[config.mk]
export PLATFORM = sky130hd
export DESIGN_NAME = sfmt_ctrl
export DESIGN_NICKNAME = d
export VERILOG_FILES = /design/src/rtl/core/sfmt_pkg.sv /design/src/rtl/core/sfmt_ctrl.sv
export VERILOG_INCLUDE_DIRS = /design/src /design/src/rtl/core
export SDC_FILE = /design/constraint.sdc
export NUM_CORES = 1
export LEC_CHECK = 0
export ABC_AREA = 1
export BUFFER_PORTS_ARGS = -buffer_cell sky130_fd_sc_hd__buf_4
export CORE_AREA = 2 2 39 41
export CTS_CLUSTER_DIAMETER = 50
export DETAILED_ROUTE_END_ITERATION = 6
export DIE_AREA = 0 0 41 43
export GPL_ROUTABILITY_DRIVEN = 0
export HOLD_SLACK_MARGIN = 0.02
export PLACE_DENSITY_LB_ADDON = 0.05
export SYNTH_ARGS = -nofsm -noshare
export SYNTH_HDL_FRONTEND = slang
export SYNTH_SLANG_ARGS = --single-unit
export TNS_END_PERCENT = 100
[constraint.sdc]
create_clock -name clk_i -period 1 [get_ports clk_i]
set_input_delay 0.05 -clock clk_i [delete_from_list [all_inputs] [get_ports clk_i]]
set_output_delay 0.05 -clock clk_i [all_outputs]
set_load 0.01 [all_outputs]
[src/rtl/core/simd_fast_mersenne_twister_assert.svh]
// assertion macros for the sfmt generator
// expects clk_i and rst_ni in the scope of each use; no other dependencies
`ifndef SIMD_FAST_MERSENNE_TWISTER_ASSERT_SVH
`define SIMD_FAST_MERSENNE_TWISTER_ASSERT_SVH
`ifndef NO_ASSERTIONS
// property must hold at every clock edge outside reset
`define SFMT_ASSERT(label, prop, msg) \
  label: assert property (@(posedge clk_i) disable iff (!rst_ni) prop) else $error(msg);
// condition must never be seen outside reset
`define SFMT_ASSERT_NEVER(label, cond, msg) \
  label: assert property (@(posedge clk_i) disable iff (!rst_ni) !(cond)) else $error(msg);
`else
`define SFMT_ASSERT(label, prop, msg)
`define SFMT_ASSERT_NEVER(label, cond, msg)
`endif
`endif

[src/rtl/core/sfmt_pkg.sv]
// shared types and constants of the sfmt generator
// used by sfmt_ctrl, sfmt_datapath and the top level; no dependencies
`timescale 1ns / 1ps

package sfmt_pkg;

  // state geometry
  localparam int unsigned WORDS         = 156;
  localparam int unsigned MIDDLE_OFFSET = 122;
  localparam int unsigned LANES         = 4 * WORDS;
  localparam int unsigned WORD_AW       = $clog2(WORDS);
  localparam int unsigned POS_W         = $clog2(LANES + 1);

  // field widths
  localparam int unsigned LANE_W   = 32;
  localparam int unsigned WORD_W   = 4 * LANE_W;
  localparam int unsigned INDEX_W  = 10;
  localparam int unsigned SHIFT_W  = 5;
  localparam int unsigned CFG_IDX_W = 3;

  // register reset values
  localparam logic [SHIFT_W-1:0] LANE_LEFT_SHIFT_RST  = 5'd18;
  localparam logic [SHIFT_W-1:0] WORD_LEFT_BYTES_RST  = 5'd1;
  localparam logic [SHIFT_W-1:0] LANE_RIGHT_SHIFT_RST = 5'd11;
  localparam logic [SHIFT_W-1:0] WORD_RIGHT_BYTES_RST = 5'd1;
  localparam logic [LANE_W-1:0]  MASK_LANE0_RST = 32'hdfffffef;
  localparam logic [LANE_W-1:0]  MASK_LANE1_RST = 32'hddfecb7f;
  localparam logic [LANE_W-1:0]  MASK_LANE2_RST = 32'hbffaffff;
  localparam logic [LANE_W-1:0]  MASK_LANE3_RST = 32'hbffffff6;

  // request codes
  typedef enum logic {
    REQ_SEED = 1'b0,
    REQ_DRAW = 1'b1
  } req_e;

  // configuration register indexes
  typedef enum logic [CFG_IDX_W-1:0] {
    CFG_LANE_LEFT_SHIFT  = 3'd0,
    CFG_WORD_LEFT_BYTES  = 3'd1,
    CFG_LANE_RIGHT_SHIFT = 3'd2,
    CFG_WORD_RIGHT_BYTES = 3'd3,
    CFG_MASK_LANE0       = 3'd4,
    CFG_MASK_LANE1       = 3'd5,
    CFG_MASK_LANE2       = 3'd6,
    CFG_MASK_LANE3       = 3'd7
  } cfg_reg_e;

  // controller states
  typedef enum logic [3:0] {
    ST_IDLE,
    ST_GUARD_SCAN,
    ST_GUARD_END,
    ST_PRIME,
    ST_PRIME_LOAD,
    ST_REGEN_RD,
    ST_REGEN_WR,
    ST_FETCH,
    ST_DELIVER
  } ctrl_state_e;

  // read address selection
  typedef enum logic [1:0] {
    RD_COUNT,
    RD_PRIME,
    RD_POS
  } rd_sel_e;

  // controller to datapath
  typedef struct packed {
    rd_sel_e rd_sel;
    logic    cnt_clr;
    logic    cnt_inc;
    logic    seed_wr;
    logic    acc_clr;
    logic    acc_en;
    logic    guard_fix;
    logic    guard_clr;
    logic    prime_load;
    logic    regen_wr;
    logic    pos_clr;
    logic    out_load;
  } ctrl_cmd_t;

  // datapath to controller
  typedef struct packed {
    logic guard;
    logic exhausted;
    logic cnt_last;
    logic any_nz;
    logic out_free;
  } ctrl_sts_t;

endpackage

[src/rtl/core/sfmt_ctrl.sv]
// sequencer of the sfmt generator: seed writes, zero guard, regeneration, draws
// depends on sfmt_pkg and simd_fast_mersenne_twister_assert.svh
`timescale 1ns / 1ps
`include "simd_fast_mersenne_twister_assert.svh"

module sfmt_ctrl (
  input  logic                 clk_i,
  input  logic                 rst_ni,
  input  logic                 in_valid_i,
  output logic                 in_stall_o,
  input  logic                 req_type_i,
  input  sfmt_pkg::ctrl_sts_t  sts_i,
  output sfmt_pkg::ctrl_cmd_t  cmd_o
);

  sfmt_pkg::ctrl_state_e state_q, state_d;
  logic in_acc;
  logic is_draw;

  // words are taken only while idle
  assign in_stall_o = (state_q != sfmt_pkg::ST_IDLE);
  assign in_acc     = in_valid_i && (state_q == sfmt_pkg::ST_IDLE);
  assign is_draw    = (req_type_i == sfmt_pkg::REQ_DRAW);

  // state register
  always_ff @(posedge clk_i or negedge rst_ni) begin
    if (!rst_ni) begin
      state_q <= sfmt_pkg::ST_IDLE;
    end else begin
      state_q <= state_d;
    end
  end

  // next state
  always_comb begin
    state_d = state_q;
    unique case (state_q)
      sfmt_pkg::ST_IDLE: begin
        if (in_acc && is_draw) begin
          priority if (sts_i.guard) state_d = sfmt_pkg::ST_GUARD_SCAN;
          else if (sts_i.exhausted) state_d = sfmt_pkg::ST_PRIME;
          else                      state_d = sfmt_pkg::ST_FETCH;
        end
      end
      sfmt_pkg::ST_GUARD_SCAN: begin
        if (sts_i.cnt_last) state_d = sfmt_pkg::ST_GUARD_END;
      end
      sfmt_pkg::ST_GUARD_END: begin
        state_d = sts_i.exhausted ? sfmt_pkg::ST_PRIME : sfmt_pkg::ST_FETCH;
      end
      sfmt_pkg::ST_PRIME:      state_d = sfmt_pkg::ST_PRIME_LOAD;
      sfmt_pkg::ST_PRIME_LOAD: state_d = sfmt_pkg::ST_REGEN_WR;
      sfmt_pkg::ST_REGEN_RD:   state_d = sfmt_pkg::ST_REGEN_WR;
      sfmt_pkg::ST_REGEN_WR: begin
        state_d = sts_i.cnt_last ? sfmt_pkg::ST_FETCH : sfmt_pkg::ST_REGEN_RD;
      end
      sfmt_pkg::ST_FETCH: state_d = sfmt_pkg::ST_DELIVER;
      sfmt_pkg::ST_DELIVER: begin
        if (sts_i.out_free) state_d = sfmt_pkg::ST_IDLE;
      end
      default: state_d = sfmt_pkg::ST_IDLE;
    endcase
  end

  // commands
  always_comb begin
    cmd_o        = '0;
    cmd_o.rd_sel = sfmt_pkg::RD_COUNT;
    unique case (state_q)
      sfmt_pkg::ST_IDLE: begin
        cmd_o.cnt_clr = 1'b1;
        cmd_o.seed_wr = in_acc && !is_draw;
      end
      sfmt_pkg::ST_GUARD_SCAN: begin
        // first cycle has no read data yet
        cmd_o.cnt_inc = 1'b1;
        cmd_o.acc_clr = !sts_i.cnt_last && (state_d == state_q) && 1'b0;
        cmd_o.acc_en  = 1'b1;
      end
      sfmt_pkg::ST_GUARD_END: begin
        cmd_o.guard_fix = !sts_i.any_nz;
        cmd_o.guard_clr = 1'b1;
        cmd_o.cnt_clr   = 1'b1;
      end
      sfmt_pkg::ST_PRIME: begin
        cmd_o.rd_sel = sfmt_pkg::RD_PRIME;
      end
      sfmt_pkg::ST_PRIME_LOAD: begin
        cmd_o.prime_load = 1'b1;
      end
      sfmt_pkg::ST_REGEN_RD: begin
        cmd_o.rd_sel = sfmt_pkg::RD_COUNT;
      end
      sfmt_pkg::ST_REGEN_WR: begin
        cmd_o.regen_wr = 1'b1;
        cmd_o.cnt_inc  = 1'b1;
        cmd_o.pos_clr  = sts_i.cnt_last;
      end
      sfmt_pkg::ST_FETCH: begin
        cmd_o.rd_sel = sfmt_pkg::RD_POS;
      end
      sfmt_pkg::ST_DELIVER: begin
        cmd_o.rd_sel   = sfmt_pkg::RD_POS;
        cmd_o.out_load = sts_i.out_free;
      end
      default: cmd_o = '0;
    endcase
  end

  // draw with a pending guard always scans first
  `SFMT_ASSERT(a_guard_first, (in_acc && is_draw && sts_i.guard) |=> (state_q == sfmt_pkg::ST_GUARD_SCAN), "guarded draw skipped the zero scan")
  // read position restarts only on the last regenerated word
  `SFMT_ASSERT(a_pos_clr_last, cmd_o.pos_clr |-> (cmd_o.regen_wr && sts_i.cnt_last), "read position cleared mid regeneration")
  // a delivered word returns the sequencer to idle
  `SFMT_ASSERT(a_deliver_idle, (state_q == sfmt_pkg::ST_DELIVER && sts_i.out_free) |=> (state_q == sfmt_pkg::ST_IDLE), "sequencer stuck after delivery")

endmodule

==> results.md <==
- Status: finished with violations
- Failing checks: negative setup slack
- Syn-to-layout area delta: 111%
- Clk_lat worst skew: 0.23 ns
- Commonest cells after routing, fill and taps aside: buf_4 (23), nand2_1 (8), inv_1 (8), nor2_1 (7), buf_6 (6)
- Final core occ: 53.0%
- Final ANT Viol Nets: 0
- Commonest non-fill, non-tap cell in the layout: buf_4
- CP delay by family, top: flip-flops
- Largest Register: state_q
- Crit-path slowest cell: dfrtp_2
- Critical path buffers and inverters: 1
- Largest net degree at the start of global routing: 8
- Layout cells sized above 1: 61.7%
- Clk buf depth: 2
- Tcrit/Tclk final: 127%
- Wire length per cell: 9.43 um
- DR iter-0 viols: 4
- GRT Resource Usage Total: 13.2%
- Clock Pin Slew Worst Setup and Hold Paths: 0.03 ns
- Peak VDD IR: 0.00164 V
- CP startpoint kind: flip-flop
- Number of buffer cells added on primary ports: 21
- Vias after detailed routing: 472
- Lkg Pwr: 0.424 nW
- DRC Markers: 0
- Total Routed Length: 1040 um
- Final Max Slew Viols: 0
- Max reg flops: 4
- Syn Nets: 70
- Setup CP Type: reg -> out
- Worst EP required: 0.95 ns
- Vias in the first global route: 398
- # rows: 14
- Die height: 43 um
- Regs by FF count: state_q (4)
- Antenna diodes: 0
- Drt pass-1 iters: 4
- Pwr/cell area: 3220 mW/mm^2
- CTS tree: done
- Delay of the slowest cell on the worst path: 0.44 ns
- Mapped Cells: 61
- CTS Buf Count: 3
- H-Tree Level Count: 1
- Worst Skew: 0.00116 ns
- # IOs: 23
- Tmin final: 1.27 ns
- Ys Warns: 0
- Fmax: 790 MHz
- Final setup margin: -0.265 ns
- DIE AREA: 0.00176 mm^2
- Worst min path class: in -> async
- Worst-path cell chain: nor2_4 -> nand2_2 -> nor3b_2 -> buf_4
- Fin nets: 105
- Cell variety after synth: 14
- Hold Worst Slack: 0.150 ns
- Hold Violations, Final: 0
- Critical Path AT: 1.22 ns
- Total core area: 0.00138 mm^2
- TritonCTS Sinks: 4
- Max cap viols: 0
- Yosys reg bits: 4
- First-pass GRT wire length: 1540 um
- Root Buffer: clkbuf_4
- Max FO, Critical Path: 5
- Syn avg cell area: 5.70 um^2
- Seq/Total Area, Yosys: 28.8%
- Crit path capture type: output pin
- Post-DP HPWL: 823 um
- Total grt overflow: 0
- RSZ-0062 raised after global routing: true
- Setup-failing EPs final: 17
- Via density: 4.29
- Die width: 41 um
- Initial Util: 25.1%
- Synth Cell Area: 348 um^2
- Initial antenna violation count: 0
-- cell usage after synthesis --
master,number,share of area (%)
nand3_1,6,8.6
nor2_4,1,3.2
a21oi_1,1,1.4
nor3_1,1,1.4
dfrtp_1,4,29
conb_1,1,1.1
nand2_1,15,16
inv_1,12,13
nor3b_1,1,2.2
buf_4,1,2.2
o21ai_0,2,2.9
nand4_1,1,1.8
nand3b_1,1,2.2
nor2_1,14,15
-- per-stage QoR --
stage	setup slack, ns	instance area, um^2	std cells	power, W	setup TNS, ns
global route	-0.348	733	110	0.00256	-4.83
detailed placement	-0.154	568	102	0.00156	-0.909
CTS	-0.314	652	108	0.00198	-3.72
global placement	-0.178	568	102	0.00156	-0.992
finish	-0.265	733	110	0.00236	-3.58
floorplan	-0.000509	360	61	0.00101	-0.000509
-- timing repair --
item | CTS | global route
gates resized for setup | 13 | 19
hold buffers | 1 | 0
endpoints found under the setup margin | 17 | 17
pin swaps | 10 | 8
hold endpoints to repair | 4 | 0
buffers inserted | 2 | 2
gates cloned | 0 | 0
-- cell families (layout without fill, tap and decap cells) --
family,Yosys count,after routing,synth area share (%)
AND/OR/NAND/NOR,40,40,50.7
buffers and inverters,13,46,15.1
flip-flops,4,4,28.8
AO/OA/AOI/OAI,3,3,4.32
other,1,1,1.08
-- routing by layer --
layer / track usage [%] / share of wire (%) / vias to the layer above
met5: 0 / 0 / -
met2: 19.4 / 50 / 12
met3: 3.14 / 5.4 / 0
met4: 8.00 / 0 / 0
li1: - / - / 255
met1: 16.7 / 45 / 205
-- final timing paths --
path	start	end	slack (ns)	cells past startpoint
max	state_q[0]$_DFFE_PN0P_	cmd_o[8]	-0.27	4
min	rst_ni	state_q[0]$_DFFE_PN0P_	0.15	2
max reg2reg	state_q[2]$_DFFE_PN0P_	state_q[2]$_DFFE_PN0P_	-0.26	6
min reg2reg	state_q[3]$_DFFE_PN0P_	state_q[3]$_DFFE_PN0P_	0.70	3
max in group asynchronous	rst_ni	state_q[1]$_DFFE_PN0P_	0.74	2
min in group clk_i	sts_i[2]	state_q[0]$_DFFE_PN0P_	0.17	3
-- report_power, final --
| group | internal [W] | switching [W] | leakage [nW] | total (W) |
|---|---|---|---|---|
| combinational | 0.000914 | 0.000898 | 0.362 | 0.00181 |
| clock | 0.000133 | 0.0000556 | 0.0138 | 0.000189 |
| sequential | 0.000243 | 0.000118 | 0.0486 | 0.000362 |
-- layout make-up --
cell class              instances  area (um^2)
fillers                       136          651
multi-input cells              44          273
repair buffers                 31          270
flip-flops and latches          4          103
inverters                      12         45.0
clock buffers                   3         22.5
well taps                      16         20.0
No activity file was read; power rests on OpenSTA's default activity.
